### src/hdl/efpi_pkg.sv
`timescale 1ns / 1ps
`default_nettype none
package efpi_pkg;

    localparam int MAX_SAMPLES = 128;
    localparam int POS_W = $clog2(MAX_SAMPLES);
    localparam int CNT_W = POS_W + 1;
    localparam int ROW_W = POS_W - 1;
    localparam int ADDR_W = ROW_W + 1;

    localparam logic [31:0] SYNC_WORD = 32'h2A50D5AF;
    localparam logic [31:0] LEN_REPEAT = 32'd4;
    localparam logic [29:0] NS_PER_SEC = 30'd1000000000;
    localparam logic signed [16:0] SAMPLE_OFFSET = 17'sd30000;
    localparam logic signed [16:0] MIN_DEPTH = -17'sd64;
    localparam logic [7:0] POS_WINDOW = 8'd30;
    localparam logic [20:0] RECIP_TEN = 21'd1677722;
    localparam int RECIP_SHIFT = 24;
    localparam logic [4:0] SUM_LEN = 5'd20;
    localparam logic [22:0] FIRST_CHAN_WORD = 23'd7;

    typedef enum logic [1:0] {
        PH_SYNC,
        PH_LEN,
        PH_ID,
        PH_BLOCK
    } phase_t;

    typedef enum logic [1:0] {
        B_IDLE,
        B_PED,
        B_SUM,
        B_DONE
    } back_state_t;

    typedef struct packed {
        logic [31:0] event_id;
        logic [31:0] device_ident;
        logic [61:0] time_ns;
        logic [14:0] global_channel;
        logic [POS_W-1:0] min_index;
        logic signed [20:0] ped_sum;
        logic bank;
    } job_t;

    typedef struct packed {
        logic even_en;
        logic [ADDR_W-1:0] even_addr;
        logic signed [16:0] even_data;
        logic odd_en;
        logic [ADDR_W-1:0] odd_addr;
        logic signed [16:0] odd_data;
    } mem_wr_t;

endpackage
`default_nettype wire

### src/hdl/efpi_queue.sv
`timescale 1ns / 1ps
`default_nettype none
module efpi_queue import efpi_pkg::*; (
    input  wire logic aclk,
    input  wire logic aresetn,
    input  wire logic push,
    input  job_t      push_job,
    input  wire logic pop,
    output logic      q_full,
    output logic      q_valid,
    output job_t      head
);

    job_t slot_reg [2];
    logic wr_ptr_reg, rd_ptr_reg;
    logic [1:0] count_reg;

    assign q_full = (count_reg == 2'd2);
    assign q_valid = (count_reg != 2'd0);
    assign head = slot_reg[rd_ptr_reg];

    always_ff @(posedge aclk) begin
        if (push) slot_reg[wr_ptr_reg] <= push_job;
    end

    always_ff @(posedge aclk) begin
        if (!aresetn) begin
            wr_ptr_reg <= 1'b0;
            rd_ptr_reg <= 1'b0;
            count_reg <= '0;
        end else begin
            if (push) wr_ptr_reg <= !wr_ptr_reg;
            if (pop) rd_ptr_reg <= !rd_ptr_reg;
            count_reg <= count_reg + {1'b0, push} - {1'b0, pop};
        end
    end

endmodule
`default_nettype wire

### config.mk
export PLATFORM = sky130hd
export DESIGN_NAME = efpi_queue
export DESIGN_NICKNAME = d
export VERILOG_FILES = /design/src/hdl/efpi_pkg.sv /design/src/hdl/efpi_queue.sv
export SDC_FILE = /design/constraint.sdc
export NUM_CORES = 1
export LEC_CHECK = 0
export BUFFER_PORTS_ARGS = -buffer_cell sky130_fd_sc_hd__buf_2
export CAP_MARGIN = 0
export CORE_UTILIZATION = 47
export CTS_CLUSTER_SIZE = 24
export DETAILED_ROUTE_END_ITERATION = 12
export GPL_TIMING_DRIVEN = 0
export PLACE_DENSITY = 0.82
export SKIP_LAST_GASP = 1
export SLEW_MARGIN = 20
export SYNTH_ARGS = -nofsm -noshare
export SYNTH_HDL_FRONTEND = slang
export SYNTH_SLANG_ARGS = --single-unit
### constraint.sdc
create_clock -name aclk -period 7.95 [get_ports aclk]
set_clock_uncertainty 0.1 [all_clocks]
set_input_delay 0.3975 -clock aclk [delete_from_list [all_inputs] [get_ports aclk]]
set_output_delay 0.3975 -clock aclk [all_outputs]
set_load 0.01 [all_outputs]
-- Word-level counts from Yosys, hierarchy flattened
Memories as Yosys holds them, arrays and structs flattened. A register that Yosys moved wholly into a read port is not among the register bits.
Index checks and enable logic that the tools add are counted.
- bits in registers: 4
- logic and storage cells: 14
- output and inout port bits: 172
- memory bits (writable): 340
- input port bits: 174
- memories: 1
- reduce and logical (&&, ||, !) cells: 3
- equality and inequality tests: 1
- add/subtract/negate cells: 2
- mux-type cells: 4
- memory list (memory ; depth ; bits a word ; read ports ; clocked after Yosys merged registers in ; wr ports ; RTL line ; text):
    slot_reg ; 2 ; 170 ; 1 ; 1 ; 1 ; efpi_queue.sv:14 ; job_t slot_reg [2];
- operator list (operator ; count):
    two-way mux 1 bit ; 4
    adder 2 x 1 -> 2 bit ; 1
    == test 2 bit (second input constant) ; 1
    logical NOT 1 bit ; 2
    nonzero test 2 bit ; 1
    subtractor 2 x 1 -> 2 bit ; 1

-- Longest topological paths before layout
- depth after elaboration: 3
- gate-level depth with buffers: 6

-- Worst setup path after synthesis
No wires, ideal clock.
- kind: register to register
- from: register wr_ptr_reg
- to: memory slot_reg[0][0] in the netlist's numbering (enable)
- slack: -0.672 ns
- library setup time: 0.722 ns
- stages on the path, launching flop included: 2
- buffers on the path: 0
- required time: 7.128 ns
- period minus slack after synthesis: 8.622 ns
- arrival time: 7.799 ns
- cell sequence: dfxtp_1 -> nor2b_1
- RTL lines (item ; RTL line ; text):
    start: declaration ; efpi_queue.sv:15 ; logic wr_ptr_reg, rd_ptr_reg;
    start signal: assignment ; efpi_queue.sv:32 ; if (push) wr_ptr_reg <= !wr_ptr_reg;
    end: declaration ; efpi_queue.sv:14 ;
No word-level cell before the write port.

==> results by group <==
Critical path
  – Length in cells of the worst reg-to-reg path: 4
  – Worst R2R Setup Slack: 5.89 ns
  – Worst setup EP type: output port
  – FF-to-FF Start: wr_ptr_reg$_SDFFE_PN0P_
  – Critical path launch point type: flop
  – CP arrival: 1.89 ns
  – Required @ worst endpoint: 7.45 ns
  – Worst-path maximum fanout: 10
  – Crit path kind: reg2out
  – Worst r2r dst: slot_reg[0][78]$_DFFE_PP_

CTS
  – CTS H-tree depth: 2
  – CTS tree: done
  – CTS Root Cell: clkbuf_16
  – Post-CTS setup buffers: 0
  – CTS Sinks: 345
  – Clock latency on the worst-skew pair: 0.50 ns
  – Clk pin slew, worst setup/hold paths: 0.06 ns
  – CTS Buf Count: 36
  – Clock buffer depth: 3

Min path
  – Hold-critical path depth: 1
  – Hold Path Class: in2reg
  – Hold EP: slot_reg[0][98]$_DFFE_PP_
  – Hold Startpoint: push_job[98]

Logic synthesis
  – Flops & latches, synth: 345
  – Synth Area per Inst: 23.4 um2
  – Unique masters post-synth: 14
  – Number of synthesized flops with an enable pin: 340
  – Largest cells by area after synthesis: edfxtp_1, mux2_4, mux2_2
  – Area share of the largest cell type after synthesis: 79.2%
  – Synthesized cell area: 12,900 um2
  – Top_reg_cell synth: edfxtp_1
  – Post-synth top cells: edfxtp_1, mux2_4, mux2_2, buf_6, buf_2
  – Post-Syn Nets: 726
  – Synth warn: 0
  – Asr flop ratio synth: 0%
  – Sequential fraction of the synthesis area: 79.9%
  – Top-count cell post-synth: edfxtp_1
  – Largest area contributor in the synthesized netlist: edfxtp_1
  – Syn Inst Count: 550

Route
  – Drt pass-1 iters: 4
  – Vias per Instance: 4.92
  – DR WL/cell: 19.3 um
  – Final WL: 28,500 um
  – Iter 0 DRT Violations: 445
  – Via count: 7,251
  – DRT antenna net count: 0
  – DRC violations left: 0

Power and ir drop
  – Pwr Density: 232 nW/um2
  – Max rail drop VDD: 0.194 mV
  – Static Leak: 7.09 nW

Timing
  – Hold Worst Slack: 0.0157 ns
  – Fin. Hold Viols: 0
  – Worst Max-Slew Pin Slew: 0.726 ns
  – Worst relative slew slack: 51.5%
  – Final min period: 2.39 ns
  – Final setup margin: 5.56 ns
  – Highest clock rate: 419 MHz
  – Final setup viols: 0
  – Final period utilization: 30.1%
  – Pins Over Slew Limit: 0
  – RSZ-0062 raised after global routing: no
  – Setup TNS: 0 ns

Floorplan
  – # rows: 60
  – DIE HEIGHT: 168 um
  – Area of the die: 28,100 um2
  – Chip width: 168 um
  – Io pins: 346
  – Core ar.: 27,000 um2
  – Initial Util: 47.9%

Final layout
  – Synth-to-Final Area Change: 39.7%
  – Layout cells sized above 1: 52.2%
  – Max reg flops: 340
  – Post-layout util: 66.9%
  – Fill cells: 1,707
  – Final net count: 1,288

Placement
  – Number of port buffers: 345
  – Post-DP HPWL: 17,200 um
  – Final GP Congestion: 0.723
  – Dpl ws: 5.63 ns

Job
  – Max-Cap Viols: 0

Global route
  – First-pass GRT wire length: 42,900 um
  – Total global-route track usage: 20.2%
  – Vias in the first global route: 7,935
  – Largest net degree at the start of global routing: 52
  – Initial antenna violation count: 0
  – Grt ovf: 0

Outcome
  – Status: completed
-- per-stage QoR --
step | power (W) | std cells | cell area [um2]
after floorplan | 0.00245 | 550 | 12900
after global placement | 0.00264 | 1236 | 15100
after detailed placement | 0.00265 | 1246 | 15300
after CTS | 0.00420 | 1474 | 18000
after global routing | 0.00432 | 1474 | 18000
final | 0.00418 | 1475 | 18000
-- what timing repair did --
item	4_1_cts	5_1_grt
gates resized for setup	0	0
hold buffers	169	0
hold endpoints to repair	338	0
-- cell families (layout without fill, tap and decap cells) --
group,Yosys count,after routing,share of synthesized area (%)
other cells,0,1,0
mux,170,170,17.8
buf+inv,21,604,1.38
fa+ha+maj,2,2,0.194
compound gates,1,1,0.0582
flops,345,345,79.9
simple gates,9,9,0.437
xor+xnor,2,2,0.243
-- layout by cell type (no fill, tap or decap) --
| cell type | n |
|---|---|
| buf_6 | 12 |
| buf_12 | 5 |
| inv_6 | 2 |
| inv_1 | 2 |
| nor2b_1 | 3 |
| dlygate4sd3_1 | 169 |
| diode_2 | 1 |
| xor2_1 | 1 |
| ha_1 | 2 |
| clkinv_1 | 4 |
| edfxtp_1 | 340 |
| clkbuf_16 | 37 |
| xnor3_1 | 1 |
| clkinvlp_4 | 1 |
| nor2b_4 | 1 |
| buf_2 | 352 |
| clkinv_2 | 4 |
| and2_1 | 3 |
| mux2_4 | 100 |
| o21a_1 | 1 |
| mux2_2 | 70 |
| dfxtp_1 | 5 |
| and2_4 | 1 |
| clkbuf_1 | 11 |
| or2_2 | 1 |
| buf_16 | 5 |
-- worst max-delay path by stage --
stage                                       endpoint  slack (ns)  depth (start not counted)  startpoint
after floorplan             slot_reg[0][0]$_DFFE_PP_        2.57                          1        push
after global placement     slot_reg[0][95]$_DFFE_PP_        0.06                          2        push
after detailed placement  slot_reg[0][165]$_DFFE_PP_        5.63                          5        push
after CTS                                  head[155]        5.51                          5        flop
after global routing                       head[155]        5.48                          5        flop
final                                      head[125]        5.56                          5        flop
-- cell type report --
type	count	area [um2]	share of cell area [%]
clock buffer	48	967	5.37
tap	341	427	2.37
sequential	345	10300	57.2
antenna	1	2.50	0.0139
clock inverter	11	60.1	0.333
multi-input combinational	184	2420	13.4
buffer	19	170	0.944
timing repair buffer	524	3660	20.3
inverter	2	7.51	0.0417
-- layer usage --
metal  vias up  GRT usage, %  routed length, um
met5         -             0                  0
met4         0          9.41               1150
met3        75          4.40               1900
met2       331          36.7              15000
met1      3524          22.5              10500
li1       3321             -                  -
-- report_power, final --
| group | switching (W) | total (W) | internal (W) |
|---|---|---|---|
| Combinational | 0.000256 | 0.000558 | 0.000302 |
| Clock | 0.000639 | 0.00149 | 0.000852 |
| Sequential | 0.0000251 | 0.00213 | 0.00210 |
| Total | 0.000920 | 0.00418 | 0.00326 |
-- critical path, cell delays in order, from the launching register on --
cell     delay [ns]
dfxtp_1        0.32
buf_6          0.15
buf_6          0.22
buf_6          0.21
mux2_4         0.32
buf_2          0.16
No activity file was read; power rests on OpenSTA's default activity.
