### config.mk
export PLATFORM = sky130hd
export DESIGN_NAME = efpi_back
export DESIGN_NICKNAME = d
export VERILOG_FILES = /design/src/hdl/efpi_pkg.sv /design/src/hdl/efpi_back.sv
export SDC_FILE = /design/constraint.sdc
export NUM_CORES = 2
export LEC_CHECK = 0
export BUFFER_PORTS_ARGS = -buffer_cell sky130_fd_sc_hd__buf_2
export CAP_MARGIN = 20
export CORE_ASPECT_RATIO = 0.7
export CORE_MARGIN = 1.5
export CORE_UTILIZATION = 35
export CTS_CLUSTER_SIZE = 20
export DETAILED_ROUTE_END_ITERATION = 10
export PLACE_DENSITY_LB_ADDON = 0.25
export SLEW_MARGIN = 15
export SYNTH_ARGS = -nofsm -noshare
export SYNTH_HDL_FRONTEND = slang
export SYNTH_MEMORY_MAX_BITS = 65536
export SYNTH_SLANG_ARGS = --single-unit
### constraint.sdc
create_clock -name aclk -period 10.52 [get_ports aclk]
set_input_delay 1.052 -clock aclk [delete_from_list [all_inputs] [get_ports aclk]]
set_output_delay 1.052 -clock aclk [all_outputs]
set_load 0.01 [all_outputs]
### src/hdl/efpi_pkg.sv
`timescale 1ns / 1ps
`default_nettype none
package efpi_pkg;

    localparam int MAX_SAMPLES = 128;
    localparam int POS_W = $clog2(MAX_SAMPLES);
    localparam int CNT_W = POS_W + 1;
    localparam int ROW_W = POS_W - 1;
    localparam int ADDR_W = ROW_W + 1;

    localparam logic [31:0] SYNC_WORD = 32'h2A50D5AF;
    localparam logic [31:0] LEN_REPEAT = 32'd4;
    localparam logic [29:0] NS_PER_SEC = 30'd1000000000;
    localparam logic signed [16:0] SAMPLE_OFFSET = 17'sd30000;
    localparam logic signed [16:0] MIN_DEPTH = -17'sd64;
    localparam logic [7:0] POS_WINDOW = 8'd30;
    localparam logic [20:0] RECIP_TEN = 21'd1677722;
    localparam int RECIP_SHIFT = 24;
    localparam logic [4:0] SUM_LEN = 5'd20;
    localparam logic [22:0] FIRST_CHAN_WORD = 23'd7;

    typedef enum logic [1:0] {
        PH_SYNC,
        PH_LEN,
        PH_ID,
        PH_BLOCK
    } phase_t;

    typedef enum logic [1:0] {
        B_IDLE,
        B_PED,
        B_SUM,
        B_DONE
    } back_state_t;

    typedef struct packed {
        logic [31:0] event_id;
        logic [31:0] device_ident;
        logic [61:0] time_ns;
        logic [14:0] global_channel;
        logic [POS_W-1:0] min_index;
        logic signed [20:0] ped_sum;
        logic bank;
    } job_t;

    typedef struct packed {
        logic even_en;
        logic [ADDR_W-1:0] even_addr;
        logic signed [16:0] even_data;
        logic odd_en;
        logic [ADDR_W-1:0] odd_addr;
        logic signed [16:0] odd_data;
    } mem_wr_t;

endpackage
`default_nettype wire

### src/hdl/efpi_back.sv
`timescale 1ns / 1ps
`default_nettype none
module efpi_back import efpi_pkg::*; (
    input  wire logic          aclk,
    input  wire logic          aresetn,
    input  mem_wr_t            mem_wr,
    input  wire logic          q_valid,
    input  job_t               head,
    output logic               pop,
    output logic               m_valid,
    input  wire logic          m_ready,
    output logic [167:0]       m_data
);

    logic signed [16:0] even_mem [2**ADDR_W];
    logic signed [16:0] odd_mem [2**ADDR_W];

    back_state_t state_reg, state_next;
    logic signed [16:0] ped_reg;
    logic [4:0] n_reg;
    logic [POS_W-1:0] pos_reg;
    logic dv_reg;
    logic sel_reg;
    logic signed [16:0] rd_even_reg, rd_odd_reg;
    logic signed [22:0] acc_reg;
    logic m_valid_reg;
    logic [167:0] m_data_reg;

    logic issue, out_load, out_free;
    logic [19:0] ped_abs;
    logic [40:0] ped_prod;
    logic [16:0] ped_q;
    logic signed [22:0] ped_ext, charge_full;

    assign out_free = !m_valid_reg || m_ready;
    assign m_valid = m_valid_reg;
    assign m_data = m_data_reg;

    always_comb begin
        state_next = state_reg;
        unique case (state_reg)
            B_IDLE: if (q_valid) state_next = B_PED;
            B_PED:  state_next = B_SUM;
            B_SUM:  if (n_reg == SUM_LEN && dv_reg) state_next = B_DONE;
            B_DONE: if (out_free) state_next = B_IDLE;
        endcase
    end

    always_comb begin
        issue = (state_reg == B_SUM) && (n_reg < SUM_LEN);
        out_load = (state_reg == B_DONE) && out_free;
        pop = out_load;
    end

    // truncating divide by ten through a reciprocal, on the magnitude
    always_comb begin
        ped_abs = head.ped_sum[20] ? 20'(-head.ped_sum) : head.ped_sum[19:0];
        ped_prod = ped_abs * RECIP_TEN;
        ped_q = ped_prod[RECIP_SHIFT+16:RECIP_SHIFT];
        ped_ext = {{6{ped_reg[16]}}, ped_reg};
        charge_full = (ped_ext <<< 4) + (ped_ext <<< 2) - acc_reg;
    end

    always_ff @(posedge aclk) begin
        if (mem_wr.even_en) even_mem[mem_wr.even_addr] <= mem_wr.even_data;
        if (mem_wr.odd_en) odd_mem[mem_wr.odd_addr] <= mem_wr.odd_data;
        rd_even_reg <= even_mem[{head.bank, pos_reg[POS_W-1:1]}];
        rd_odd_reg <= odd_mem[{head.bank, pos_reg[POS_W-1:1]}];
        sel_reg <= pos_reg[0];
    end

    always_ff @(posedge aclk) begin
        if (state_reg == B_PED) begin
            ped_reg <= head.ped_sum[20] ? -$signed(ped_q) : $signed(ped_q);
            pos_reg <= head.min_index - POS_W'(4);
            acc_reg <= '0;
        end else begin
            if (issue) pos_reg <= pos_reg + POS_W'(1);
            if (dv_reg) acc_reg <= acc_reg + 23'(sel_reg ? rd_odd_reg : rd_even_reg);
        end
        if (out_load)
            m_data_reg <= {5'd0, charge_full[21:0], head.global_channel, head.time_ns,
                           head.device_ident, head.event_id};
    end

    always_ff @(posedge aclk) begin
        if (!aresetn) begin
            state_reg <= B_IDLE;
            n_reg <= '0;
            dv_reg <= 1'b0;
            m_valid_reg <= 1'b0;
        end else begin
            state_reg <= state_next;
            dv_reg <= issue;
            if (state_reg == B_PED) n_reg <= '0;
            else if (issue) n_reg <= n_reg + 5'd1;
            if (out_load) m_valid_reg <= 1'b1;
            else if (m_ready) m_valid_reg <= 1'b0;
        end
    end

`ifndef ASSERT_OFF
    a_job_held: assert property (@(posedge aclk) disable iff (!aresetn)
        state_reg != B_IDLE |-> q_valid)
        else $error("back end busy without a queued job");
    a_last_read: assert property (@(posedge aclk) disable iff (!aresetn)
        (state_reg == B_SUM && n_reg == SUM_LEN) |-> dv_reg)
        else $error("window sum finished without its last sample");
    a_load_shows: assert property (@(posedge aclk) disable iff (!aresetn)
        out_load |=> m_valid_reg)
        else $error("loaded result not presented");
`endif

endmodule
`default_nettype wire

After elaboration in Yosys (flattened, before gate mapping):

Memories as Yosys holds them, arrays and structs flattened. A register that Yosys moved wholly into a read port is not among the register bits.
Cells that the tools add are included.
Widths: inputs -> output; s select.

* memories: 2
* logic and storage cells: 54
* bits of input ports: 224
* output and inout bits: 170
* register bits: 220
* memory bits (writable): 4352

* multipliers: 1
* bitwise operators: 1
* equality and inequality tests: 7
* muxes and demuxes: 15
* $add $sub $neg: 8
* magnitude comparators: 1
* reductions and logical operators: 10

Memories
* even_mem: words 128, width 17, rd ports 1, clocked after memory_dff 1, write ports 1, line efpi_back.sv:15 `logic signed [16:0] even_mem [2**ADDR_W];`
* odd_mem: words 128, width 17, rd ports 1, clocked after memory_dff 1, write ports 1, line efpi_back.sv:16 `logic signed [16:0] odd_mem [2**ADDR_W];`

Operator list (number)
* $mul 20x20->40 const B: 1
* $add 23x23->23: 1
* $mux 23: 1
* $add 21x19->22: 1
* $sub 22x22->22: 1
* $mux 20: 1
* $neg 20->20: 1
* $mux 17: 1
* $neg 17->17: 1
* $mux 7: 2
* $pmux 2 s4: 1
* $add 7x1->7 const B: 1
* $sub 7x3->7 const B: 1
* $mux 1: 6
* $mux 2: 3
* $ne 2x2->1 const B: 3
* $add 5x1->5 const B: 1
* $eq 5x5->1 const B: 1
* $lt 5x5->1 const B: 1
* $eq 2x2->1 const B: 2
* $reduce_bool 2->1: 2
* $logic_and 1x1->1: 3
* $reduce_and 3->1: 1
* $eq 2x1->1 const B: 1
* other kinds (5): 5

Logic depth before layout (Yosys ltp):

* depth in word-level cells: 5
* gate-level depth with buffers: 34
* depth with buffers taken out: 34

Least setup slack after synthesis:

OpenSTA, ideal clock, no wires.

* kind: input port to output port
* from: in m_ready
* to: out pop
* path buffers: 0
* slack: 1026 ps
* required time: 9468 ps
* cell stages on the path: 2
* arrival time: 8442 ps
* cells stage by stage: nor2b_1 -> nor2b_1

* word-level cells in the longest chain between the ends: 2

RTL lines
* start: declaration: line efpi_back.sv:11 `input wire logic m_ready,`
* $logic_or 1x1->1: line efpi_back.sv:35 `assign out_free = !m_valid_reg || m_ready;`
* $logic_and 1x1->1: line efpi_back.sv:51 `out_load = (state_reg == B_DONE) && out_free;`
* end: declaration: line efpi_back.sv:9 `output logic pop,`

No other way between the ends.

Final worst setup path:

* from: in head[4] in the netlist's numbering
* to: reg ped_reg[16], data pin

* word-level cells in the longest chain between the ends: 5

RTL lines
* start: declaration: line efpi_back.sv:8 `input job_t head,`
* $neg 20->20: line efpi_back.sv:57 `ped_abs = head.ped_sum[20] ? 20'(-head.ped_sum) : head.ped_sum[19:0];`
* $mux 20 (*): line efpi_back.sv:57
* $mul 20x20->40 (*): line efpi_back.sv:58 `ped_prod = ped_abs * RECIP_TEN;`
* $neg 17->17: line efpi_back.sv:74 `ped_reg <= head.ped_sum[20] ? -$signed(ped_q) : $signed(ped_q);`
* $mux 17 (*): line efpi_back.sv:74
* end signal: assignment: line efpi_back.sv:74
* end: declaration: line efpi_back.sv:19 `logic signed [16:0] ped_reg;`

Mark *: on every way between the ends. The rest lies on a longest branch, timed or not.
A chain may end at the register's enable or synchronous reset.

==> run_results.csv <==
group,metric,value,unit
run_status,run_status,"finished, final reports clean",
routing,firstDrtPassIters,6,
power,p_leak,67.3,nW
place,portBuffers,388,
routing,ant_nets,0,
sta,finClkSkew,0.0970,ns
worst_setup_path,worstPathArrival,9.72,ns
cts,clk_path_buf_depth,4,
worst_setup_path,worstSetupEndpointType,"flop",
worst_setup_path,path_class,"in2reg",
cts,clk_latency,1.04,ns
routing,avgRoutedWirePerCell,31.0,um
place,place_ws,0.561,ns
sta,maxSlewHeadroom,0.232,
worst_setup_path,cp_num_buf_inv,6,
synth,seq_area_frac_synth,0.747,
final_layout,fin_util,0.404,
worst_hold_path,hold_depth,1,
floorplanning,die_h,610,um
sta,holdWs,0.230,ns
place,detailed_place_hpwl,314,mm
worst_hold_path,hold_path.class,"in2reg",
sta,max_freq,0.111,GHz
worst_setup_path,slowest_delay,0.59,ns
worst_hold_path,hp-start,"head[164]",
worst_setup_path,cp-start-kind,"primary input",
cts,cts_max_level,5,
sta,hold_viol,0,
sta,worst_slack,1.52,ns
floorplanning,num_io_pins,394,
final_layout,syn_to_final_growth,14.8,%
floorplanning,dieArea,531000,sq um
power,powerDensity,296,nW/um^2
sta,finalMaxSlewViolations,0,
worst_setup_path,r2r_slack,5.14,ns
final_layout,regArea,138000,sq um
sta,min_period_over_period,0.855,
routing,routed_via_density,5.40,
floorplanning,rows,222,
final_layout,drive_gt1_frac,0.338,
sta,setup_violations,0,
cts,numCtsBuffers,439,
cts,cts_resized,0,
worst_setup_path,cp.depth,33,
global_routing,grt-ovfl-total,0,
routing,drtIter0Drc,11700,
cts,cts_setup_buffers,0,
worst_setup_path,r2r-end,"rd_odd_reg[10]$_DFF_P_",
final_layout,multi_input_area,44900,sq um
synth,synth_cell_types,79,
global_routing,antenna_found_initial,108,
synth,ys_async_sr_fraction,0,
worst_setup_path,required,11.24,ns
sta,worst_slew_pin_slew,1.15,ns
routing,drc,0,
synth,synth_edf_count,4539,
floorplanning,fp.dieW,870,um
cts,root_buffer,"clkbuf_16",
global_routing,grt_pass1_vias,87600,
global_routing,grt_use_total,0.185,
synth,synth_cells,8044,
synth,syn_avg_cell_area,22.9,sq um
global_routing,grt_pass1_wl,698,mm
place,place_congestion,0.827,
worst_setup_path,cp_max_fo,6,
sta,rsz0062_at_grt,"no",
worst_setup_path,cp_slowest_cell,"fa_1",
cts,clkTransAtPathRegs,0.08,ns
run,max-cap-violations,0,
sta,finalCriticalPeriod,9.00,ns
worst_setup_path,worstRegToRegCells,7,
synth,syn_area,184000,sq um
routing,drt-total-wl,503,mm
synth,ys_seq_elements,4605,
power,vdd_drop_max,0.905,mV
worst_setup_path,r2r-start,"pos_reg[1]$_DFFE_PP_",
final_layout,fin_nets,9495,
worst_hold_path,hold_end,"m_data[26]$_DFFE_PP_",
routing,vias,87700,
cts,cts_tree,"built",
synth,ys_warn_count,0,
global_routing,grt_max_degree,120,
cts,cts.sinks,4605,
worst_setup_path,critPathTopFamily,"adder cells",
final_layout,fill_cells,45600,
cts,cts.hold.buffers_added,0,
synth,synth_top_flop_cell,"edfxtp_1",
floorplanning,initial_core_util,0.352,
floorplanning,core,523000,sq um
sta,tns,0,ns
## cells in the final DEF, fill, tap and decap left out, drive strengths merged, types with 20 or more instances in the layout
| cell type | instances |
|---|---|
| ha | 251 |
| mux2 | 53 |
| nor2b | 26 |
| nor2 | 327 |
| mux2i | 20 |
| clkinv | 197 |
| buf | 746 |
| clkbuf | 542 |
| mux4 | 1427 |
| nand2 | 77 |
| a21oi | 41 |
| bufinv | 41 |
| inv | 304 |
| xnor2 | 77 |
| xor2 | 38 |
| dfxtp | 66 |
| o21ai | 45 |
| nand3 | 39 |
| diode | 47 |
| nor3 | 25 |
| fa | 150 |
| edfxtp | 4539 |
## power by group
| part | switching [mW] | internal (mW) | total [mW] |
|---|---|---|---|
| clock | 6.93 | 8.78 | 15.7 |
| sequential | 0.213 | 20.9 | 21.1 |
| combinational | 14.4 | 11.3 | 25.7 |
| total | 21.6 | 40.9 | 62.5 |
## area by class of cell
cell class	instances	area share
antenna	47	0.000556
clock buffer	542	0.0545
clock inverter	270	0.0118
inverter	285	0.00506
multi-input combinational	2793	0.212
sequential	4605	0.651
tap	6944	0.0411
timing repair buffer	746	0.0239
## how the worst max path moves through the flow
stage                     startpoint                     to  slack, ns
after floorplan              m_ready                    pop       1.03
after global placement       head[4]  ped_reg[16]$_DFFE_PP_       0.48
after detailed placement     head[4]  ped_reg[16]$_DFFE_PP_       0.56
after CTS                    head[4]  ped_reg[16]$_DFFE_PP_       1.65
after global routing         head[4]  ped_reg[12]$_DFFE_PP_       1.07
final                        head[4]  ped_reg[16]$_DFFE_PP_       1.52
## through the flow
| step | power [mW] | cell area, sq um | cells |
|---|---|---|---|
| global route | 65.7 | 211000 | 16200 |
| floorplan | 38.6 | 184000 | 8048 |
| CTS | 63.1 | 211000 | 16200 |
| finish | 62.5 | 212000 | 16200 |
| global placement | 47.3 | 197000 | 15400 |
| detailed placement | 47.3 | 197000 | 15400 |
## synthesized netlist by cell type (13+ instances only)
library cell,number,area [sq um]
edfxtp_1,4539,136000
mux2_2,53,597
nand2b_1,13,81.3
mux4_2,1427,32100
nor2b_1,26,163
dfxtp_1,66,1320
mux2i_1,20,200
a21oi_1,39,195
a21o_1,19,143
xnor2_1,76,666
buf_2,27,135
nor3_1,24,120
nor2_1,326,1220
buf_1,122,458
fa_1,150,3000
inv_1,285,1070
nand3_1,39,195
ha_1,251,3140
xor2_1,38,333
clkbuf_1,211,792
o21ai_0,35,175
nand2_1,77,289
## kinds of logic (layout without fill, tap and decap cells)
| kind of cell | after synthesis | after routing | share of synthesized area |
|---|---|---|---|
| adder cells (fa/ha/maj) | 401 | 401 | 0.0334 |
| multiplexers | 1500 | 1500 | 0.179 |
| other | 1 | 52 | 0.0000204 |
| flip-flops | 4605 | 4605 | 0.747 |
| AND/OR/NAND/NOR | 575 | 575 | 0.0140 |
| buffers and inverters | 650 | 1843 | 0.0135 |
| XOR/XNOR | 115 | 115 | 0.00551 |
| AO/OA/AOI/OAI | 197 | 197 | 0.00746 |
## per-layer routing
layer / vias to the layer above / wire (um) / part of all wire / GRT usage
met5: - / 128 / 0.00025 / 0
met4: 20 / 8870 / 0.018 / 0.0331
met3: 595 / 48400 / 0.096 / 0.0486
met2: 3710 / 213000 / 0.42 / 0.260
met1: 47900 / 232000 / 0.46 / 0.290
li1: 35500 / - / - / -
(Power assumes the default switching activity.)
