$ cat config.mk
export PLATFORM = sky130hd
export DESIGN_NAME = efpi_front
export DESIGN_NICKNAME = d
export VERILOG_FILES = /design/src/hdl/efpi_pkg.sv /design/src/hdl/efpi_front.sv
export SDC_FILE = /design/constraint.sdc
export NUM_CORES = 2
export LEC_CHECK = 0
export ABC_CLOCK_PERIOD_IN_PS = 13130
export BUFFER_PORTS_ARGS = -buffer_cell sky130_fd_sc_hd__buf_4
export CORE_MARGIN = 5
export CORE_UTILIZATION = 50
export CTS_CLUSTER_DIAMETER = 30
export DETAILED_ROUTE_END_ITERATION = 7
export GPL_ROUTABILITY_DRIVEN = 0
export PLACE_DENSITY_LB_ADDON = 0.1
export SYNTH_ARGS = -nofsm -noshare
export SYNTH_HDL_FRONTEND = slang
export SYNTH_SLANG_ARGS = --single-unit
$ cat constraint.sdc
create_clock -name aclk -period 13.13 [get_ports aclk]
set_clock_uncertainty 0.2 [all_clocks]
set_input_delay 2.626 -clock aclk [delete_from_list [all_inputs] [get_ports aclk]]
set_output_delay 2.626 -clock aclk [all_outputs]
set_load 0.02 [all_outputs]
$ cat src/hdl/efpi_pkg.sv
`timescale 1ns / 1ps
`default_nettype none
package efpi_pkg;

    localparam int MAX_SAMPLES = 128;
    localparam int POS_W = $clog2(MAX_SAMPLES);
    localparam int CNT_W = POS_W + 1;
    localparam int ROW_W = POS_W - 1;
    localparam int ADDR_W = ROW_W + 1;

    localparam logic [31:0] SYNC_WORD = 32'h2A50D5AF;
    localparam logic [31:0] LEN_REPEAT = 32'd4;
    localparam logic [29:0] NS_PER_SEC = 30'd1000000000;
    localparam logic signed [16:0] SAMPLE_OFFSET = 17'sd30000;
    localparam logic signed [16:0] MIN_DEPTH = -17'sd64;
    localparam logic [7:0] POS_WINDOW = 8'd30;
    localparam logic [20:0] RECIP_TEN = 21'd1677722;
    localparam int RECIP_SHIFT = 24;
    localparam logic [4:0] SUM_LEN = 5'd20;
    localparam logic [22:0] FIRST_CHAN_WORD = 23'd7;

    typedef enum logic [1:0] {
        PH_SYNC,
        PH_LEN,
        PH_ID,
        PH_BLOCK
    } phase_t;

    typedef enum logic [1:0] {
        B_IDLE,
        B_PED,
        B_SUM,
        B_DONE
    } back_state_t;

    typedef struct packed {
        logic [31:0] event_id;
        logic [31:0] device_ident;
        logic [61:0] time_ns;
        logic [14:0] global_channel;
        logic [POS_W-1:0] min_index;
        logic signed [20:0] ped_sum;
        logic bank;
    } job_t;

    typedef struct packed {
        logic even_en;
        logic [ADDR_W-1:0] even_addr;
        logic signed [16:0] even_data;
        logic odd_en;
        logic [ADDR_W-1:0] odd_addr;
        logic signed [16:0] odd_data;
    } mem_wr_t;

endpackage
`default_nettype wire

$ cat src/hdl/efpi_front.sv
`timescale 1ns / 1ps
`default_nettype none
module efpi_front import efpi_pkg::*; (
    input  wire logic        aclk,
    input  wire logic        aresetn,
    input  wire logic [6:0]  min_pos_lower,
    input  wire logic [31:0] s_word,
    input  wire logic        s_valid,
    output logic             s_ready,
    input  wire logic        q_full,
    output logic             push,
    output job_t             push_job,
    output mem_wr_t          mem_wr
);

    phase_t phase_reg, phase_next;
    logic [29:0] ewl_reg, ewl_next;
    logic [31:0] event_id_reg, event_id_next;
    logic [22:0] bi_reg, bi_next;
    logic [22:0] blen_reg, blen_next;
    logic [31:0] device_reg, device_next;
    logic [61:0] prod_reg, prod_next;
    logic [61:0] ts_reg, ts_next;
    logic [6:0] wpc_reg, wpc_next;
    logic [5:0] cw_reg, cw_next;
    logic [7:0] adc_reg, adc_next;
    logic [8:0] cb_reg, cb_next;
    logic [CNT_W-1:0] cnt_reg, cnt_next;
    logic signed [16:0] minv_reg, minv_next;
    logic [POS_W-1:0] mini_reg, mini_next;
    logic signed [20:0] ped_reg, ped_next;
    logic bank_reg, bank_next;

    logic take;

    assign s_ready = !q_full;
    assign take = s_valid && s_ready;

    always_comb begin
        logic [6:0] wpc_use;
        logic [5:0] cw_cur;
        logic [7:0] lb_m1;
        logic fits;
        logic signed [16:0] v1, v2;
        logic [CNT_W-1:0] c1;
        logic [22:0] bi_inc;
        logic good;

        phase_next = phase_reg;
        ewl_next = ewl_reg;
        event_id_next = event_id_reg;
        bi_next = bi_reg;
        blen_next = blen_reg;
        device_next = device_reg;
        prod_next = prod_reg;
        ts_next = ts_reg;
        wpc_next = wpc_reg;
        cw_next = cw_reg;
        adc_next = adc_reg;
        cb_next = cb_reg;
        cnt_next = cnt_reg;
        minv_next = minv_reg;
        mini_next = mini_reg;
        ped_next = ped_reg;
        bank_next = bank_reg;
        push = 1'b0;
        mem_wr = '0;
        wpc_use = wpc_reg;
        cw_cur = cw_reg;
        lb_m1 = s_word[7:0] - 8'd1;
        fits = 1'b0;
        v1 = $signed({s_word[31], s_word[31:16]}) - SAMPLE_OFFSET;
        v2 = $signed({s_word[15], s_word[15:0]}) - SAMPLE_OFFSET;
        c1 = cnt_reg + CNT_W'(1);
        bi_inc = bi_reg + 23'd1;
        good = 1'b0;

        if (take) begin
            unique case (phase_reg)
                PH_SYNC: begin
                    if (s_word == SYNC_WORD) phase_next = PH_LEN;
                end
                PH_LEN: begin
                    if (s_word != LEN_REPEAT) begin
                        ewl_next = s_word[31:2];
                        phase_next = (s_word[31:2] == 30'd0) ? PH_SYNC : PH_ID;
                    end
                end
                PH_ID: begin
                    event_id_next = s_word;
                    bi_next = '0;
                    blen_next = '0;
                    adc_next = '0;
                    cw_next = '0;
                    ewl_next = ewl_reg - 30'd1;
                    phase_next = (ewl_reg == 30'd1) ? PH_SYNC : PH_BLOCK;
                end
                PH_BLOCK: begin
                    if (bi_reg == 23'd0) begin
                        device_next = s_word;
                    end else if (bi_reg == 23'd1) begin
                        blen_next = {1'b0, s_word[23:2]} + 23'd2;
                    end else if (bi_reg == 23'd3) begin
                        prod_next = s_word * NS_PER_SEC;
                    end else if (bi_reg == 23'd4) begin
                        ts_next = prod_reg + {32'd0, s_word[31:2]};
                    end else if (bi_reg >= FIRST_CHAN_WORD && blen_reg > FIRST_CHAN_WORD) begin
                        if (bi_reg == FIRST_CHAN_WORD) begin
                            wpc_use = (s_word[7:0] == 8'd0) ? 7'd1
                                    : {1'b0, lb_m1[7:2]} + 7'd1;
                            wpc_next = wpc_use;
                            cw_cur = '0;
                            cw_next = '0;
                        end
                        // a channel starts only if its whole record fits in the block
                        fits = ({1'b0, bi_reg} + {17'd0, wpc_use}) <= {1'b0, blen_reg};
                        if (cw_cur != 6'd0 || fits) begin
                            if (cw_cur == 6'd0) begin
                                cb_next = {1'b0, s_word[31:24]} + 9'd1;
                                cnt_next = CNT_W'(1);
                                ped_next = '0;
                                minv_next = $signed({8'd0, cb_next});
                                mini_next = '0;
                                mem_wr.even_en = 1'b1;
                                mem_wr.even_addr = {bank_reg, {ROW_W{1'b0}}};
                                mem_wr.even_data = $signed({8'd0, cb_next});
                            end else if (cw_cur >= 6'd3) begin
                                // count is odd here: upper half lands on an odd position
                                if (cnt_reg < CNT_W'(MAX_SAMPLES)) begin
                                    mem_wr.odd_en = 1'b1;
                                    mem_wr.odd_addr = {bank_reg, cnt_reg[POS_W-1:1]};
                                    mem_wr.odd_data = v1;
                                    if (cnt_reg >= CNT_W'(1) && cnt_reg <= CNT_W'(10))
                                        ped_next = ped_next + 21'(v1);
                                    if (v1 < minv_next) begin
                                        minv_next = v1;
                                        mini_next = cnt_reg[POS_W-1:0];
                                    end
                                    cnt_next = c1;
                                end
                                if (c1 < CNT_W'(MAX_SAMPLES)) begin
                                    mem_wr.even_en = 1'b1;
                                    mem_wr.even_addr = {bank_reg, c1[POS_W-1:1]};
                                    mem_wr.even_data = v2;
                                    if (c1 >= CNT_W'(1) && c1 <= CNT_W'(10))
                                        ped_next = ped_next + 21'(v2);
                                    if (v2 < minv_next) begin
                                        minv_next = v2;
                                        mini_next = c1[POS_W-1:0];
                                    end
                                    cnt_next = c1 + CNT_W'(1);
                                end
                            end
                            if ({1'b0, cw_cur} + 7'd1 >= wpc_use) begin
                                cw_next = '0;
                                good = (minv_next < MIN_DEPTH)
                                    && ({1'b0, mini_next} > {1'b0, min_pos_lower})
                                    && ({1'b0, mini_next} < {1'b0, min_pos_lower} + POS_WINDOW)
                                    && (mini_next >= POS_W'(4))
                                    && ({1'b0, mini_next} + (CNT_W)'(16) <= cnt_next);
                                if (good) begin
                                    push = 1'b1;
                                    bank_next = !bank_reg;
                                end
                            end else begin
                                cw_next = cw_cur + 6'd1;
                            end
                        end
                    end
                    if (bi_inc >= 23'd2 && bi_inc >= blen_next) begin
                        bi_next = '0;
                        adc_next = adc_reg + 8'd1;
                    end else begin
                        bi_next = bi_inc;
                    end
                    ewl_next = ewl_reg - 30'd1;
                    if (ewl_reg == 30'd1) phase_next = PH_SYNC;
                end
            endcase
        end
    end

    always_comb begin
        push_job.event_id = event_id_reg;
        push_job.device_ident = device_reg;
        push_job.time_ns = ts_reg;
        push_job.global_channel = {6'd0, cb_next} + {1'b0, adc_reg, 6'd0};
        push_job.min_index = mini_next;
        push_job.ped_sum = ped_next;
        push_job.bank = bank_reg;
    end

    always_ff @(posedge aclk) begin
        if (!aresetn) begin
            phase_reg <= PH_SYNC;
            ewl_reg <= '0;
            event_id_reg <= '0;
            bi_reg <= '0;
            blen_reg <= '0;
            device_reg <= '0;
            ts_reg <= '0;
            wpc_reg <= 7'd1;
            cw_reg <= '0;
            adc_reg <= '0;
            cb_reg <= '0;
            cnt_reg <= '0;
            minv_reg <= '0;
            mini_reg <= '0;
            ped_reg <= '0;
            bank_reg <= 1'b0;
        end else begin
            phase_reg <= phase_next;
            ewl_reg <= ewl_next;
            event_id_reg <= event_id_next;
            bi_reg <= bi_next;
            blen_reg <= blen_next;
            device_reg <= device_next;
            ts_reg <= ts_next;
            wpc_reg <= wpc_next;
            cw_reg <= cw_next;
            adc_reg <= adc_next;
            cb_reg <= cb_next;
            cnt_reg <= cnt_next;
            minv_reg <= minv_next;
            mini_reg <= mini_next;
            ped_reg <= ped_next;
            bank_reg <= bank_next;
        end
    end

    always_ff @(posedge aclk) begin
        prod_reg <= prod_next;
    end

endmodule
`default_nettype wire

* Word level (Yosys, flattened, before mapping) *
Cells that the tools add are included.

word-level totals
  flip-flop bits (word level) = 341
  bits in latches = 0
  memory bits (writable) = 0
  memory bits (read-only) = 0
  bits of input ports = 43
  output and inout port bits = 222
  memories = 0

operators by class
  $add $sub $neg = 20
  multipliers = 1
  div/mod/pow operators = 0
  magnitude comparators = 20
  eq/ne operators = 19
  shift operators = 0
  mux-type cells = 156
  bitwise operators = 4
  reduce and logical (&&, ||, !) cells = 33

operators with widths
  operator                count
  $mux 21                 24
  $mux 50                 9
  $mux 17                 24
  $mux 7                  31
  $mux 23                 5
  $mux 8                  13
  $mux 25                 4
  $pmux 23 s2             2
  $mux 6                  15
  $mux 9                  9
  $add 62x30->62          1
  $pmux 30 s2             1
  $mul 32x21->53 const B  1
  $eq 23x3->1 const B     2
  $add 21x17->21          2
  $lt 17x17->1            2
  $sub 16x16->17 const B  2
  $eq 32x30->1 const B    1
  $ne 32x3->1 const B     1
  $eq 30x1->1 const B     1
  $logic_not 30->1        1
  $mux 30                 1
  $sub 30x1->30 const B   1
  $add 23x7->24           1
  53 further kinds        99

* Longest topological paths before layout *
  depth in word-level cells = 50
  depth in mapped cells = 45
  gate-level depth less buffers = 41

* Worst setup path before layout *
No wires, ideal clock.

  kind = input-to-output
  start point = input s_word[22]
  end point = output push
  arrival time = 10.113 ns
  data required time = 10.304 ns
  setup slack = 0.191 ns
  stages on the path = 42
  path buffers = 5
  cells stage by stage = inv_1 > ha_1 > a21o_1 > a21o_1 > a21oi_1 > inv_1 > a21oi_1 > nor2b_1 > xnor2_1 > ha_1 > nand3_1 > nor3_1 > nand2_1 > o21ai_1 > mux2i_1 > buf_2 > buf_1 > buf_1 > [... 6 more ...] > o31ai_1 > o31ai_1 > or3_1 > buf_2 > buf_6 > o211ai_1 > o2111ai_1 > inv_1 > ha_1 > a21o_1 > a21o_1 > a21oi_1 > o21ai_0 > a21oi_1 > o2111ai_1 > a2111oi_2 > o311ai_1 > a31oi_2

between the ends
  cells in the longest elaborated chain, start to end = 42
  elaborated cells on any way between the ends = 61
  classes of those cells = add/sub (2); order compare (7); mux (48); reduce/logical (4)

RTL lines
  what                                                                   RTL line           RTL
  from (decl)                                                            efpi_front.sv:7    input wire logic [31:0] s_word,
  $sub 16x16->17 *                                                       efpi_front.sv:72   v1 = $signed({s_word[31], s_word[31:16]}) - SAMPLE_OFFSET;
  parallel branches: the longest is 30 deep, another holds $lt 17x17->1  --
  $logic_and 1x1->1 *                                                    efpi_front.sv:160  && ({1'b0, mini_next} + (CNT_W)'(16) <= cnt_next);
  $mux 1 *                                                               efpi_front.sv:161  if (good) begin
  $mux 1 *                                                               efpi_front.sv:154  if ({1'b0, cw_cur} + 7'd1 >= wpc_use) begin
  $mux 1 *                                                               efpi_front.sv:117  if (cw_cur != 6'd0 || fits) begin
  $mux 1 *                                                               efpi_front.sv:107  end else if (bi_reg >= FIRST_CHAN_WORD && blen_reg > FIRST_CHAN_WORD) begin
  $mux 1 *                                                               efpi_front.sv:105  end else if (bi_reg == 23'd4) begin
  $mux 1 *                                                               efpi_front.sv:103  end else if (bi_reg == 23'd3) begin
  $mux 1 *                                                               efpi_front.sv:101  end else if (bi_reg == 23'd1) begin
  $mux 1 *                                                               efpi_front.sv:99   if (bi_reg == 23'd0) begin
  $mux 1 *                                                               efpi_front.sv:79   unique case (phase_reg)
  $mux 1 *                                                               efpi_front.sv:78   if (take) begin
  to (decl)                                                              efpi_front.sv:11   output logic push,

Every way passes the cells marked *. The select of a mux whose other input is x is not followed.

* Final worst setup path *
  start point = input s_word[23]
  end point = output push

Same word-level chain as after synthesis.

==> qor.csv <==
stage,metric,value,unit
cts,cts hold-fix bufs,0,
final_layout,fin nets,5484,
floorplanning,die area,78900,um2
global_routing,GRT Overall Usage,31.1,%
detailed_routing,DR pass1 iterations,6,
detailed_routing,DR vias/cell,5.73,
setup_path,Worst Reg-to-Reg Cells,33,
timing,worst slew pin tran,1.12,ns
detailed_routing,drt wl/cell,22.3,um
logic_synthesis,sequential area share after synthesis,20.1,%
logic_synthesis,synth unique cells,97,
global_routing,pin count of the biggest net entering global routing,80,
setup_path,crit path DAT,10.30,ns
setup_path,Worst R2R End,ped_reg[19],
logic_synthesis,Yosys top cell area share,17.3,%
logic_synthesis,Synth area leader,fa_1,
logic_synthesis,Post-Synthesis Cells,4273,
job,Max Cap Viol,0,
detailed_routing,Antenna Nets Post-Route,0,
setup_path,R2R Setup Slk,5.18,ns
timing,Final TNS setup,0,ns
logic_synthesis,Async SR Flop Fraction,0,%
detailed_routing,Routed Wire Length,126,mm
floorplanning,Core Area,72800,um2
final_layout,fraction of layout cells with a size suffix above 1,14.3,%
logic_synthesis,Ys Warns,0,
cts,CTS buffer count,99,
final_layout,Multi-input gate area,27100,um2
global_routing,first-pass GRT wire length,190,mm
global_routing,number of global-route vias before repair,31400,
cts,CTS tree,built,
final_layout,most frequent cells in the layout,"ha_1 (501), inv_1 (489), nand2_1 (425)",
setup_path,critical path capture point type,primary output,
timing,Fmax,76.2,MHz
cts,Worst-path clk slew,0.04,ns
global_routing,initial antenna violation count,3,
cts,H-tree depth,3,
cts,CTS sink cnt,341,
final_layout,Area Growth Syn to Fin,20.0,%
setup_path,CP max stage cell,ha_1,
worst_hold_path,Hold Path Origin,ts_reg[24],
timing,hold_ws,0.251,ns
logic_synthesis,Post-Syn Area,36700,um2
final_layout,# diodes,0,
floorplanning,Die Span Y,281,um
detailed_routing,via count,32400,
logic_synthesis,#FFs+latches synth,341,
timing,final hold vios,0,
setup_path,worst path required time,10.30,ns
final_layout,register area,7360,um2
cts,Clk Tree Root Cell,clkbuf_16,
setup_path,reg2reg start,bi_reg[7],
timing,Max Transition Viols Final,0,
placed_design,HPWL Detailed,96.5,mm
logic_synthesis,number of synthesized flops with an enable pin,53,
outcome,run status,"complete, no violations",
floorplanning,Top Ports,265,
setup_path,crit path kind,in -> out,
logic_synthesis,Synth area leaders,"fa_1 (17%), ha_1 (17%), dfxtp_1 (16%)",
final_layout,"most common cell after layout, fill and taps aside",ha_1,
power_and_ir_drop,PD cells,282,nW/um2
detailed_routing,DRC Markers,0,
floorplanning,Die W,281,um
timing,min cycle time layout,13.13,ns
timing,Slew HR,25.2,%
worst_hold_path,hold path endpoint,ts_reg[24],
logic_synthesis,Post-Syn Area per Cell,8.59,um2
power_and_ir_drop,Pleak,20.2,nW
logic_synthesis,Synthesized Nets,5136,
detailed_routing,First DRT Iteration DRCs,2610,
logic_synthesis,Post-synth top flop,dfxtp_1,
timing,# setup viols final,0,
final_layout,max reg flops,62,
worst_hold_path,Hold Crit Class,reg -> reg,
timing,RSZ-0062 raised after global routing,yes,
setup_path,startpoint types,input pin,
final_layout,layout filler cell count,6522,
setup_path,worst-path fanout max,6,
timing,final worst path period share,100,%
setup_path,peak per-stage delay on the critical path,0.33,ns
placed_design,IO buf count,264,
floorplanning,Starting Density,50.4,%
floorplanning,std cell rows,99,
cts,clk_lat worst skew,0.67,ns
worst_hold_path,WHS Path Cells,2,
global_routing,grt ovf,0,
cts,Max Root-Sink Buffers,3,
power_and_ir_drop,VDD IR max,0.000472,V
## final cells by class
cell class,count,area share (%)
multi-input cells,3274,61.5
repair buffers,410,7.08
clock inverters,46,1.34
flip-flops and latches,341,16.7
well taps,959,2.72
inverters,495,4.26
clock buffers,138,6.44
## per-layer routing
layer  part of all wire [%]  up-vias  GRT usage (%)  wire, um
met4                    3.9        4           10.1      4890
li1                       -    15300              -         -
met3                    8.6      296           7.70     10900
met2                     46     1306           50.1     57700
met5                  0.025        -              0        31
met1                     42    15500           41.4     52600
## report_power, final
group	switching (mW)	internal (mW)
combinational	4.81	3.66
sequential	0.00327	1.52
clock	0.771	1.66
total	5.59	6.84
## critical path, delay by kind of cell
kind | cells | cell delay [ns]
AO/OA/AOI/OAI | 19 | 3.38
XOR/XNOR | 1 | 0.28
adder cells (fa/ha/maj) | 5 | 1.39
buffers and inverters | 10 | 1.48
multiplexers | 3 | 0.72
AND/OR/NAND/NOR | 4 | 0.41
## cells by family after synthesis
logic type | count (synthesis) | share of synthesized area (%)
AO/OA/AOI/OAI | 929 | 15.6
XOR/XNOR | 250 | 5.97
adder cells (fa/ha/maj) | 821 | 34.5
buffers and inverters | 658 | 6.90
flip-flops | 341 | 20.1
multiplexers | 52 | 1.48
AND/OR/NAND/NOR | 1222 | 15.5
## cells in the mapped netlist, drive strengths merged (13+ instances only)
cell type    n
nand2b      30
nand4       27
clkbuf     140
o21bai      18
mux2i       36
nor3        66
edfxtp      53
and3        39
dfxtp      288
o211ai      14
o21ai      183
xor2        65
nor2b       36
and2        62
a211oi      41
mux2        16
nor2       323
a21o        86
a31oi       21
or3         24
xnor2      185
buf         23
inv        494
nand2      427
a22oi       37
nor4        28
fa         317
o31ai       13
ha         503
a21oi      373
o21a        23
nand3      107
o221ai      15
## through the flow
| step | util [%] | cell area [um2] | worst slack, ns | total power, mW | cells |
|---|---|---|---|---|---|
| 2_1_floorplan | - | 36700 | 0.191 | 7.74 | 4273 |
| 3_3_place_gp | 55.2 | 40200 | 0.209 | 9.85 | 5463 |
| 3_5_place_dp | 55.2 | 40200 | 0.0363 | 9.79 | 5463 |
| 4_1_cts | 59.9 | 43700 | 0.00487 | 12.4 | 5647 |
| 5_1_grt | 60.5 | 44000 | -0.252 | 13.5 | 5663 |
| 6_report | 60.5 | 44000 | 0.00194 | 12.4 | 5663 |
## repair_timing
item / in CTS / in global routing
endpoints found under the setup margin: 0 / 21
setup buffers: 0 / 15
resized for setup: 0 / 65
## how the worst max path moves through the flow
| stage | from | endpoint | slack, ns | cells after the start |
|---|---|---|---|---|
| after floorplan | s_word[22] | push | 0.19 | 42 |
| after CTS | s_word[21] | push | 0.005 | 44 |
| after global placement | s_word[21] | push | 0.21 | 44 |
| final | s_word[23] | push | 0.002 | 42 |
| after global routing | s_word[21] | push | -0.25 | 42 |
| after detailed placement | s_word[21] | push | 0.04 | 44 |
(Power assumes the default switching activity.)
